$ cat src/rtl/pending_request_table_with_timeout_defines.svh
// ---------------------------------------------------------------------------
// Assertion macros for the pending request table
// Concurrent assertion wrappers that vanish when SYNTHESIS is defined.
// ---------------------------------------------------------------------------
`ifndef PENDING_REQUEST_TABLE_WITH_TIMEOUT_DEFINES_SVH
`define PENDING_REQUEST_TABLE_WITH_TIMEOUT_DEFINES_SVH

`ifndef SYNTHESIS
// Clocked check that is switched off while reset is high.
`define PRTT_ASSERT(lbl, ck, rs, prop, msg) \
  lbl: assert property (@(posedge ck) disable iff (rs) prop) else $error(msg);
// Clocked check that also holds during reset.
`define PRTT_ASSERT_ALWAYS(lbl, ck, prop, msg) \
  lbl: assert property (@(posedge ck) prop) else $error(msg);
`else
`define PRTT_ASSERT(lbl, ck, rs, prop, msg)
`define PRTT_ASSERT_ALWAYS(lbl, ck, prop, msg)
`endif

`endif

$ cat src/rtl/prtt_pkg.sv
// ---------------------------------------------------------------------------
// Pending request table package
// Shared constants, codes, types and a helper function.
// ---------------------------------------------------------------------------
`timescale 1ns / 1ps

package prtt_pkg;

  // Table size and derived widths.
  localparam int TABLE_DEPTH = 16;
  localparam int CNT_W       = $clog2(TABLE_DEPTH + 1);

  // Input word kinds.
  localparam logic [1:0] KIND_ADD   = 2'd0;
  localparam logic [1:0] KIND_FETCH = 2'd1;
  localparam logic [1:0] KIND_TICK  = 2'd2;

  // Result status codes.
  localparam logic [2:0] ST_APPENDED = 3'd0;
  localparam logic [2:0] ST_REPLACED = 3'd1;
  localparam logic [2:0] ST_DROPPED  = 3'd2;
  localparam logic [2:0] ST_HIT      = 3'd3;
  localparam logic [2:0] ST_MISS     = 3'd4;

  // Timeout register value after reset.
  localparam logic [15:0] TIMEOUT_RESET = 16'd120;

  // Command broadcast to every cell of the chain.
  typedef enum logic [1:0] {
    CMD_HOLD,
    CMD_WRITE,
    CMD_KILL,
    CMD_SHIFT
  } cell_cmd_t;

  // Sequencer states.
  typedef enum logic [2:0] {
    S_IDLE,
    S_ADD,
    S_FETCH,
    S_COMPACT,
    S_RESP
  } state_t;

  // Contents of one table entry.
  typedef struct packed {
    logic [31:0] request_id;
    logic [7:0]  request_class;
    logic [31:0] handler;
    logic [31:0] stamp;
  } entry_t;

  // Operands shared by all cells.
  typedef struct packed {
    cell_cmd_t   cmd;
    logic [31:0] request_id;
    logic [7:0]  request_class;
    logic [31:0] handler_tag;
    logic [31:0] seconds_now;
    logic [15:0] timeout;
  } cell_bus_t;

  // Controls from the sequencer to the datapath.
  typedef struct packed {
    logic      in_ready;
    cell_cmd_t cmd;
    logic      resp_load;
  } ctrl_t;

  // Keep only the lowest set bit (the oldest position in the table).
  function automatic logic [TABLE_DEPTH-1:0] first_one(input logic [TABLE_DEPTH-1:0] v);
    return v & ~(v - {{(TABLE_DEPTH-1){1'b0}}, 1'b1});
  endfunction

endpackage

$ cat src/rtl/prtt_cell.sv
// ---------------------------------------------------------------------------
// Pending request table cell
// Holds one entry, checks it against the broadcast operands and can take
// the entry of its upper neighbor when the chain closes up.
// ---------------------------------------------------------------------------
`timescale 1ns / 1ps

module prtt_cell
  import prtt_pkg::*;
(
  input  logic      clk,
  input  logic      rst,
  input  cell_bus_t bus,
  input  logic      sel,
  input  logic      shift_en,
  input  entry_t    nbr_entry,
  input  logic      nbr_valid,
  output entry_t    entry,
  output logic      valid,
  output logic      class_hit,
  output logic      id_hit
);

  logic [31:0] age;
  logic        expired;

  // Age check uses the wrapped tick difference.
  assign age       = bus.seconds_now - entry.stamp;
  assign expired   = valid && (age > {16'd0, bus.timeout});
  assign class_hit = valid && (entry.request_class == bus.request_class);
  assign id_hit    = valid && !expired && (entry.request_id == bus.request_id);

  // Valid flag: set on a write, cleared by a fetch when selected or expired, moved on a shift.
  always_ff @(posedge clk) begin
    if (rst) begin
      valid <= 1'b0;
    end else begin
      case (bus.cmd)
        CMD_WRITE: if (sel) valid <= 1'b1;
        CMD_KILL:  if (sel || expired) valid <= 1'b0;
        CMD_SHIFT: if (shift_en) valid <= nbr_valid;
        default:   valid <= valid;
      endcase
    end
  end

  // Entry payload.
  always_ff @(posedge clk) begin
    if (bus.cmd == CMD_WRITE && sel) begin
      entry.request_id    <= bus.request_id;
      entry.request_class <= bus.request_class;
      entry.handler       <= bus.handler_tag;
      entry.stamp         <= bus.seconds_now;
    end else if (bus.cmd == CMD_SHIFT && shift_en) begin
      entry <= nbr_entry;
    end
  end

endmodule

$ cat src/rtl/prtt_ctrl.sv
// ---------------------------------------------------------------------------
// Pending request table sequencer
// Steps add and fetch words through update, close-up (fetch only) and result hand-off.
// ---------------------------------------------------------------------------
`timescale 1ns / 1ps

module prtt_ctrl
  import prtt_pkg::*;
(
  input  logic       clk,
  input  logic       rst,
  input  logic       in_valid,
  input  logic [1:0] kind,
  input  logic       gap_any,
  input  logic       out_free,
  output ctrl_t      ctl
);

  state_t state;
  state_t state_next;

  // State register.
  always_ff @(posedge clk) begin
    if (rst) begin
      state <= S_IDLE;
    end else begin
      state <= state_next;
    end
  end

  // Next state.
  always_comb begin
    state_next = state;
    unique case (state)
      S_IDLE: begin
        if (in_valid) begin
          if (kind == KIND_ADD) begin
            state_next = S_ADD;
          end else if (kind == KIND_FETCH) begin
            state_next = S_FETCH;
          end
        end
      end
      S_ADD:     state_next = S_RESP;
      S_FETCH:   state_next = S_COMPACT;
      S_COMPACT: if (!gap_any) state_next = S_RESP;
      S_RESP:    if (out_free) state_next = S_IDLE;
      default:   state_next = S_IDLE;
    endcase
  end

  // Outputs.
  always_comb begin
    ctl.in_ready  = 1'b0;
    ctl.cmd       = CMD_HOLD;
    ctl.resp_load = 1'b0;
    unique case (state)
      S_IDLE:    ctl.in_ready = 1'b1;
      S_ADD:     ctl.cmd = CMD_WRITE;
      S_FETCH:   ctl.cmd = CMD_KILL;
      S_COMPACT: if (gap_any) ctl.cmd = CMD_SHIFT;
      S_RESP:    ctl.resp_load = out_free;
      default:   ctl.cmd = CMD_HOLD;
    endcase
  end

endmodule

$ cat src/rtl/pending_request_table_with_timeout.sv
// Words are taken only while idle. Tick word: advances the tick counter, no result.
// Add word: written in the add state; the result loads once the output is free.
// Fetch word: updated in the fetch state, then the chain closes its holes (at most
// TABLE_DEPTH), one shift step per cycle, before the result loads the same way.
// Reset clears the table to empty, the tick counter to zero and the timeout to 120.
// ---------------------------------------------------------------------------
// Pending request table with timeout
// Order-kept chain of cells holding outstanding requests, with in-place
// replacement by class, expiry on fetch and close-up after removal.
// ---------------------------------------------------------------------------
`timescale 1ns / 1ps
`include "pending_request_table_with_timeout_defines.svh"

module pending_request_table_with_timeout
  import prtt_pkg::*;
(
  input  logic             clk,
  input  logic             rst,
  input  logic             in_valid,
  output logic             in_ready,
  input  logic [1:0]       kind,
  input  logic [31:0]      request_id,
  input  logic [7:0]       request_class,
  input  logic [31:0]      handler_tag,
  output logic             out_valid,
  input  logic             out_ready,
  output logic [2:0]       status,
  output logic [31:0]      found_handler,
  output logic [CNT_W-1:0] entries_in_use,
  input  logic             cfg_write_en,
  input  logic [15:0]      cfg_write_data
);

  ctrl_t                  ctl;
  cell_bus_t              bus;
  logic [15:0]            timeout_seconds;
  logic [31:0]            seconds_now;
  logic [31:0]            op_request_id;
  logic [7:0]             op_class;
  logic [31:0]            op_handler;
  logic [2:0]             res_status;
  logic [31:0]            res_found;
  logic                   in_fire;
  logic                   out_free;

  entry_t                 cell_entry [TABLE_DEPTH];
  logic [TABLE_DEPTH-1:0] cell_valid;
  logic [TABLE_DEPTH-1:0] class_hit;
  logic [TABLE_DEPTH-1:0] id_hit;
  logic [TABLE_DEPTH-1:0] cell_sel;
  logic [TABLE_DEPTH-1:0] shift_mask;
  logic [TABLE_DEPTH-1:0] holes;
  logic [TABLE_DEPTH-1:0] first_hole;
  logic [TABLE_DEPTH-1:0] replace_vec;
  logic [TABLE_DEPTH-1:0] add_sel;
  logic [TABLE_DEPTH-1:0] kill_vec;
  logic [TABLE_DEPTH-2:0] gap;
  logic                   gap_any;
  logic [31:0]            hit_handler;
  logic                   tick_fire;
  logic [31:0]            seconds_inc;
  logic                   drop_load;
  logic                   miss_out;

  assign in_ready = ctl.in_ready;
  assign in_fire  = in_valid && in_ready;
  assign out_free = !out_valid || out_ready;

  // Sequencer for update, close-up and result hand-off.
  prtt_ctrl u_ctrl (
    .clk      (clk),
    .rst      (rst),
    .in_valid (in_valid),
    .kind     (kind),
    .gap_any  (gap_any),
    .out_free (out_free),
    .ctl      (ctl)
  );

  // Timeout register.
  always_ff @(posedge clk) begin
    if (rst) begin
      timeout_seconds <= TIMEOUT_RESET;
    end else if (cfg_write_en) begin
      timeout_seconds <= cfg_write_data;
    end
  end

  // Tick counter, wraps modulo 2^32.
  always_ff @(posedge clk) begin
    if (rst) begin
      seconds_now <= '0;
    end else if (in_fire && kind == KIND_TICK) begin
      seconds_now <= seconds_now + 32'd1;
    end
  end

  // Operand capture for the word being worked on.
  always_ff @(posedge clk) begin
    if (in_fire) begin
      op_request_id <= request_id;
      op_class      <= request_class;
      op_handler    <= handler_tag;
    end
  end

  // Broadcast to the chain.
  always_comb begin
    bus.cmd           = ctl.cmd;
    bus.request_id    = op_request_id;
    bus.request_class = op_class;
    bus.handler_tag   = op_handler;
    bus.seconds_now   = seconds_now;
    bus.timeout       = timeout_seconds;
  end

  // Chain of cells; the top cell takes an empty entry on a shift.
  for (genvar i = 0; i < TABLE_DEPTH; i++) begin : g_cell
    entry_t nbr_entry;
    logic   nbr_valid;

    if (i == TABLE_DEPTH - 1) begin : g_top
      assign nbr_entry = '0;
      assign nbr_valid = 1'b0;
    end else begin : g_mid
      assign nbr_entry = cell_entry[i+1];
      assign nbr_valid = cell_valid[i+1];
    end

    prtt_cell u_cell (
      .clk       (clk),
      .rst       (rst),
      .bus       (bus),
      .sel       (cell_sel[i]),
      .shift_en  (shift_mask[i]),
      .nbr_entry (nbr_entry),
      .nbr_valid (nbr_valid),
      .entry     (cell_entry[i]),
      .valid     (cell_valid[i]),
      .class_hit (class_hit[i]),
      .id_hit    (id_hit[i])
    );
  end

  // Hole tracking: every cell from the first hole upward moves down one step.
  assign holes      = ~cell_valid;
  assign first_hole = first_one(holes);
  assign shift_mask = ~(first_hole - {{(TABLE_DEPTH-1){1'b0}}, 1'b1});
  assign gap        = ~cell_valid[TABLE_DEPTH-2:0] & cell_valid[TABLE_DEPTH-1:1];
  assign gap_any    = |gap;

  // Add: replace the oldest entry of a nonzero class, else append at the first hole, or drop when full.
  assign replace_vec = (op_class != 8'd0) ? first_one(class_hit) : '0;
  assign add_sel     = (|replace_vec) ? replace_vec : first_hole;

  // Fetch: oldest surviving entry with the requested id.
  assign kill_vec = first_one(id_hit);

  always_comb begin
    hit_handler = '0;
    for (int i = 0; i < TABLE_DEPTH; i++) begin
      hit_handler = hit_handler | ({32{kill_vec[i]}} & cell_entry[i].handler);
    end
  end

  always_comb begin
    case (ctl.cmd)
      CMD_WRITE: cell_sel = add_sel;
      CMD_KILL:  cell_sel = kill_vec;
      default:   cell_sel = '0;
    endcase
  end

  // Result capture during the update cycle.
  always_ff @(posedge clk) begin
    if (ctl.cmd == CMD_WRITE) begin
      res_found <= '0;
      if (|replace_vec) begin
        res_status <= ST_REPLACED;
      end else if (|holes) begin
        res_status <= ST_APPENDED;
      end else begin
        res_status <= ST_DROPPED;
      end
    end else if (ctl.cmd == CMD_KILL) begin
      res_found  <= hit_handler;
      res_status <= (|kill_vec) ? ST_HIT : ST_MISS;
    end
  end

  // Output register; the table is closed up by the time it loads.
  always_ff @(posedge clk) begin
    if (rst) begin
      out_valid <= 1'b0;
    end else if (ctl.resp_load) begin
      out_valid <= 1'b1;
    end else if (out_ready) begin
      out_valid <= 1'b0;
    end
  end

  always_ff @(posedge clk) begin
    if (ctl.resp_load) begin
      status         <= res_status;
      found_handler  <= res_found;
      entries_in_use <= CNT_W'($countones(cell_valid));
    end
  end

  // Terms used by the checks below.
  assign tick_fire   = in_fire && (kind == KIND_TICK);
  assign seconds_inc = seconds_now + 32'd1;
  assign drop_load   = ctl.resp_load && (res_status == ST_DROPPED);
  assign miss_out    = out_valid && (status != ST_HIT);

  // Checks on the table logic.
  `PRTT_ASSERT(a_idle_packed, clk, rst, in_ready |-> !gap_any, "table not packed while idle")
  `PRTT_ASSERT_ALWAYS(a_sel_onehot, clk, $onehot0(cell_sel), "more than one cell selected")
  `PRTT_ASSERT(a_tick_step, clk, rst, tick_fire |=> seconds_now == $past(seconds_inc), "tick missed")
  `PRTT_ASSERT(a_drop_full, clk, rst, drop_load |-> &cell_valid, "add dropped with free cell")
  `PRTT_ASSERT(a_found_zero, clk, rst, miss_out |-> found_handler == 32'd0, "stray handler")

endmodule
$ cat config.mk
export PLATFORM = sky130hd
export DESIGN_NAME = pending_request_table_with_timeout
export DESIGN_NICKNAME = d
export VERILOG_FILES = /design/src/rtl/prtt_pkg.sv /design/src/rtl/prtt_cell.sv /design/src/rtl/prtt_ctrl.sv /design/src/rtl/pending_request_table_with_timeout.sv
export VERILOG_INCLUDE_DIRS = /design/src /design/src/rtl
export SDC_FILE = /design/constraint.sdc
export NUM_CORES = 2
export LEC_CHECK = 0
export BUFFER_PORTS_ARGS = -buffer_cell sky130_fd_sc_hd__buf_2
export CAP_MARGIN = 15
export CELL_PAD_IN_SITES_DETAIL_PLACEMENT = 0
export CELL_PAD_IN_SITES_GLOBAL_PLACEMENT = 2
export CORE_MARGIN = 5
export CORE_UTILIZATION = 47
export CTS_CLUSTER_DIAMETER = 100
export DETAILED_ROUTE_END_ITERATION = 16
export PLACE_DENSITY = 0.87
export SYNTH_ARGS = -nofsm -noshare
export SYNTH_HDL_FRONTEND = slang
export SYNTH_SLANG_ARGS = --single-unit
$ cat constraint.sdc
create_clock -name clk -period 22.2 [get_ports clk]
set_input_delay 3.33 -clock clk [delete_from_list [all_inputs] [get_ports clk]]
set_output_delay 3.33 -clock clk [all_outputs]
set_load 0.03 [all_outputs]
Word-level counts from Yosys, hierarchy flattened
Cells that the tools add are included.

word-level totals
  word-level logic and storage cells = 569
  bits of input ports = 95
  output and inout port bits = 42
  flip-flop bits (word level) = 1879

cells by class
  mux-type cells = 116
  reductions and logical operators = 175
  bitwise gates (word level) = 41
  magnitude comparators = 16
  add/sub/neg operators = 36
  equality and inequality tests = 93

operator list
  operator                 number
  $mux W104                32
  $and A32 B32 Y32         16
  $eq A32 B32 Y1           16
  $gt A32 B16 Y1           16
  $sub A32 B32 Y32         16
  $or A32 B32 Y32          15
  $eq A8 B8 Y1             16
  $logic_and A1 B1 Y1      98
  $not A16 Y16             5
  $ne A2 B2 Y1 const B     34
  $reduce_and A4 Y1        17
  $sub A16 B1 Y16 const B  4
  $mux W1                  52
  $and A16 B16 Y16         3
  $pmux W1 S3              16
  $reduce_or A16 Y1        3
  $reduce_bool A2 Y1       18
  $ne A2 B1 Y1 const B     17
  $add A32 B1 Y32 const B  1
  $mux W16                 2
  $pmux W16 S2             1
  $mux W3                  8
  $logic_not A1 Y1         17
  $logic_or A1 B1 Y1       17
  20 further kinds         37

Longest topological paths before layout
  word-level depth = 25
  depth in mapped cells = 32
  mapped depth without buffers = 29

Hierarchy
A second synthesis with hierarchy kept.

second synthesis, totals
  cells, all modules = 12064
  area total of the unflattened synthesis = 130412.6 um^2

by module, submodules not included
  module                              instances  area each (um^2)  seq. area each (um^2)  cells each
  prtt_cell at g_cell[1].u_cell ...   8          7308.3            3143.0                 659
  prtt_cell at g_cell[0].u_cell ...   7          7603.5            3143.0                 707
  pending_request_table_with_timeout  1          11279.6           5074.9                 1176
  prtt_cell at g_cell[9].u_cell       1          7279.5            3143.0                 647
  prtt_ctrl                           1          162.7             60.1                   20

Least setup slack after synthesis
Ideal clock, no wire load.

  kind = register to register
  start point = reg seconds_now[1]
  end point = reg g_cell[13].u_cell.entry[0] in the netlist's numbering, enable pin
  period minus slack after synthesis = 11.248 ns
  setup slack = 10.952 ns
  cell stages (with the launch flop) = 29
  path buffers = 2
  data required time = 21.597 ns
  arrival time = 10.645 ns
  library setup time = 0.603 ns
  cell sequence = dfxtp_1 clkbuf_1 inv_1 clkbuf_1 fa_1 nor2b_1 o2111ai_1 nand2_1 a21o_1 a21o_1 a21oi_1 o21bai_1 a21oi_1 xnor2_1 ha_1 nand4_1 or4_1 a21oi_1 o31a_1 a31o_2 nor4_1 nand4_1 nor3_1 nand3b_1 nand4b_4 or2_4 nor3_4 a21oi_1 o22ai_1

between the ends
  cells in the longest elaborated chain, start to end = 12
  elaborated cells between the ends (all ways) = 90
  those cells by class = add/sub: 15; order compare: 14; mux: 1; bitwise: 2; reduce/logical: 58

RTL lines
  what                              RTL line                                   text
  start: declaration                pending_request_table_with_timeout.sv:37   logic [31:0] seconds_now;
  start signal: assignment          pending_request_table_with_timeout.sv:94   seconds_now <= seconds_now + 32'd1;
  $sub A32 B32 Y32                  prtt_cell.sv:28                            assign age = bus.seconds_now - entry.stamp;
  $gt A32 B16 Y1                    prtt_cell.sv:29                            assign expired = valid && (age > {16'd0, bus.timeout});
  $logic_and A1 B1 Y1               prtt_cell.sv:29
  $logic_not A1 Y1                  prtt_cell.sv:31                            assign id_hit = valid && !expired && (entry.request_id == bus.request_id);
  $logic_and A1 B1 Y1 (2 in a row)  prtt_cell.sv:31
  $sub A16 B1 Y16                   prtt_pkg.sv:72                             return v & ~(v - {{(TABLE_DEPTH-1){1'b0}}, 1'b1});
  $not A16 Y16                      prtt_pkg.sv:72
  $and A16 B16 Y16 (*)              prtt_pkg.sv:72
  $pmux W16 S2 (*)                  pending_request_table_with_timeout.sv:167  case (ctl.cmd)
  $logic_and A1 B1 Y1 (*)           prtt_cell.sv:49                            if (bus.cmd == CMD_WRITE && sel) begin
  $reduce_bool A2 Y1 (no line) (*)  n/a
  end signal: assignment            prtt_cell.sv:55                            entry <= nbr_entry;
  end: declaration                  prtt_cell.sv:18                            output entry_t entry,

Every way passes the cells marked *; elsewhere a longest branch is shown, timed or not.
A chain may end at the register's enable or synchronous reset.

Final worst setup path
  start point = reg seconds_now[0]
  end point = reg g_cell[10].u_cell.entry[94] in the netlist's numbering, enable pin

between the ends
  cells in the longest elaborated chain, start to end = 12
  elaborated cells between the ends (all ways) = 72
  those cells by class = add/sub: 12; order compare: 11; mux: 1; bitwise: 2; reduce/logical: 46

RTL lines
  what                              RTL line
  $sub A32 B32 Y32                  prtt_cell.sv:28
  $gt A32 B16 Y1                    prtt_cell.sv:29
  $logic_and A1 B1 Y1               prtt_cell.sv:29
  $logic_not A1 Y1                  prtt_cell.sv:31
  $logic_and A1 B1 Y1 (2 in a row)  prtt_cell.sv:31
  $sub A16 B1 Y16                   prtt_pkg.sv:72
  $not A16 Y16                      prtt_pkg.sv:72
  $and A16 B16 Y16 (*)              prtt_pkg.sv:72
  $pmux W16 S2 (*)                  pending_request_table_with_timeout.sv:167
  $logic_and A1 B1 Y1 (*)           prtt_cell.sv:49
  $reduce_bool A2 Y1 (no line) (*)  n/a
  end signal: assignment            prtt_cell.sv:55
  end: declaration                  prtt_cell.sv:18

Marks and branches as above.

==> run summary <==
Final Cycle Share -> 46.5%
First DRT Iteration DRCs -> 9067
CTS sink cnt -> 1879
Row count -> 190
Worst min-delay path class -> flop to flop
Adder-cell area share of the yosys netlist -> 7.96%
Post-synthesis register bit count -> 1879
Syn Nets -> 12800
Final ANT Viol Nets -> 0
Synth top area cells -> edfxtp_1 42%, mux2_2 11%, ha_1 7.6%, xnor2_1 3.5%, xor2_1 3.5%
Critical Path RT -> 22.70 ns
Synth unique cells -> 110
Worst vdd ir -> 0.126 mV
Finish-stage setup viols -> 0
Placer Congestion -> 1.01
Clock Tree Root -> clkbuf_16
Max Cap Viol -> 0
First-pass GRT wire length -> 647 mm
CP top delay family -> compound AO/OA/AOI/OAI gates
CP max stage cell -> buf_4
Routed WL -> 446 mm
Largest net degree at the start of global routing -> 136
DRC violations left -> 0
Die height -> 529 um
Mean Syn Cell Area -> 10.7 um2
Netlist Area Pre-Place -> 127000 um2
Port bufs -> 136
Fillers -> 23700
Compound-gate portion of the synthesized area -> 13.0%
Post-synth EDFFs -> 1779
Main combinational cell family by area after synthesis -> compound AO/OA/AOI/OAI gates
CP Class -> flop to flop
Die area -> 280000 um2
Initial antenna violation count -> 28
First-pass DRT Iterations -> 8
Die X -> 529 um
Hold-fix buffer count after cts -> 0
Post-CTS setup buffer count -> 0
Nature of the critical path endpoint -> flop
Area added between synthesis and finish -> 9.06%
Outcome -> complete, no violations
GRT overflow -> 0
Worst Path Buf+Inv -> 6
CTS Buffer Depth -> 4
Worst hold slack -> 0.450 ns
GRT Total Usage -> 30.8%
Synth Instances -> 11900
Synth warn -> 0
Slew Limit Headroom -> 14.8%
Total power density per cell area -> 79.3 nW/um2
Ports -> 137
Reg clk slew, reported paths -> 0.07 ns
Slew at the pin with the worst max-slew slack -> 1.28 ns
Seq/Total Area, Yosys -> 43.7%
Nets@finish -> 12600
Core ar. -> 268000 um2
Dpl hpwl -> 318 mm
RSZ-0062 raised after global routing -> no
Vias per inst -> 6.23
Top_reg_cell synth -> edfxtp_1
WL/cell -> 28.8 um
Most frequent CP cell -> buf_4
Fmax -> 96.9 MHz
Cts bufs inserted -> 214
Layout cells sized above 1 -> 17.7%
P_leak -> 51.8 nW
Clock network latency to the later pin of the worst-skew pair -> 0.95 ns
Crit Path Max Fanout -> 53
Slew Viols, Final -> 0
Setup TNS -> 0 ns
Vias -> 96400
CTS resizes -> 0
Critical Path AT -> 10.83 ns
CP peak stage delay -> 0.76 ns
Final Core Density -> 51.5%
Crit path time final -> 10.32 ns
Synth async-reset ratio -> 0%
Initial Utilization -> 47.3%
Largest area contributor in the netlist -> edfxtp_1
XOR/XNOR Fraction of Synth Area -> 7.03%
Fin. Hold Viols -> 0
Top cell type's share of synthesized area -> 42.2%
Clock Skew -> 0.131 ns
Startpoint types -> flop
Mux cell area share after synthesis -> 12.9%
Vias in the first global route -> 95900
CTS tree -> built
Synthesized-area fraction occupied by and/or/nand/nor cells -> 10.9%
H-Tree Depth -> 4
[final timing paths]
check | from | endpoint | slack, ns | cells past startpoint
worst min register to register | res_found[23] | found_handler[23] | 0.45 | 0
worst max register to register | seconds_now[0] | g_cell[10].u_cell.entry[94] | 11.88 | 29
worst max-delay path | seconds_now[0] | g_cell[10].u_cell.entry[94] | 11.88 | 29
worst min-delay path | res_found[23] | found_handler[23] | 0.45 | 0
[metal layers]
| metal | wire length (um) | share of wire [%] | track usage (%) |
|---|---|---|---|
| met3 | 29300 | 6.6 | 4.77 |
| met5 | 36 | 0.0081 | 0 |
| met4 | 26100 | 5.8 | 15.5 |
| met2 | 211000 | 47 | 52.0 |
| met1 | 179000 | 40 | 38.4 |
[flip-flops by register name, indices dropped and copies added, names as in the netlist, 5 cells and up]
name and cells:
op_handler 32, entries_in_use 5, g_cell.u_cell.entry 1664, res_found 32
g_cell.u_cell.valid 16, found_handler 32, op_class 8, op_request_id 32
timeout_seconds 16, seconds_now 32
[placed cells by master (no fill, tap or decap), types with 135 or more instances in the layout]
master	instances
xnor2_1	511
buf_2	135
a21oi_1	733
nor2_1	479
buf_4	215
mux2_2	1225
ha_1	763
a21o_1	186
clkbuf_16	218
and2_1	152
xor2_1	506
edfxtp_1	1779
nor3_1	187
nand3_1	230
nand2_1	849
inv_1	709
o21ai_0	576
nand4_1	265
[power breakdown]
part	leakage [nW]	total (W)	switching, W	internal, W
registers	16.9	0.00474	0.000349	0.00439
logic	31.5	0.00263	0.00173	0.000903
clock network	3.41	0.00359	0.00155	0.00204
[metrics by stage]
step,power [W],std cells,instance area (um2),setup slack (ns)
finish,0.0110,15500,138000,11.88
global route,0.0114,15500,138000,11.36
CTS,0.0110,15500,138000,12.00
detailed placement,0.00739,15100,131000,12.07
global placement,0.00734,15100,131000,12.22
floorplan,0.00640,11900,127000,10.95
[synth_stat cells, types with 133 or more instances]
| library cell | number |
|---|---|
| a21o_1 | 192 |
| nand3_1 | 230 |
| mux2_2 | 1225 |
| nor2_1 | 481 |
| ha_1 | 765 |
| and2_1 | 154 |
| nor4_1 | 140 |
| nand2_1 | 858 |
| mux2_1 | 133 |
| o21ai_0 | 579 |
| a21oi_1 | 733 |
| nand4_1 | 265 |
| inv_1 | 710 |
| xor2_1 | 506 |
| xnor2_1 | 511 |
| clkbuf_1 | 529 |
| nor3_1 | 189 |
| buf_2 | 133 |
| edfxtp_1 | 1779 |
[layout make-up]
class / count / area (um2) / area share (%)
clock buffers: 264 / 5760 / 4.17
diodes: 12 / 30.0 / 0.0217
clock inverters: 129 / 1220 / 0.885
repair buffers: 361 / 2530 / 1.83
well taps: 3552 / 4440 / 3.22
multi-input cells: 8585 / 66100 / 47.8
flip-flops and latches: 1879 / 55500 / 40.1
inverters: 711 / 2670 / 1.93
[worst register-to-register path, delay by kind of cell, from the launching register on]
family / cells / cell delay, ns
adders and majority gates: 3 / 0.97
AOI/OAI and AO/OA: 10 / 3.11
DFF: 1 / 0.32
xor gates and xnor gates: 1 / 0.09
and+or+nand+nor: 9 / 2.62
buffers and inverters: 6 / 2.74
[cells by family (layout without fill, tap and decap cells)]
logic type / Yosys count / count (layout)
XOR/XNOR: 1017 / 1017
other: 0 / 12
adder cells (fa/ha/maj): 791 / 791
multiplexers: 1448 / 1448
buffers and inverters: 1417 / 1465
AO/OA/AOI/OAI: 2555 / 2555
flip-flops: 1879 / 1879
AND/OR/NAND/NOR: 2774 / 2774
No activity file was read; power rests on OpenSTA's default activity.
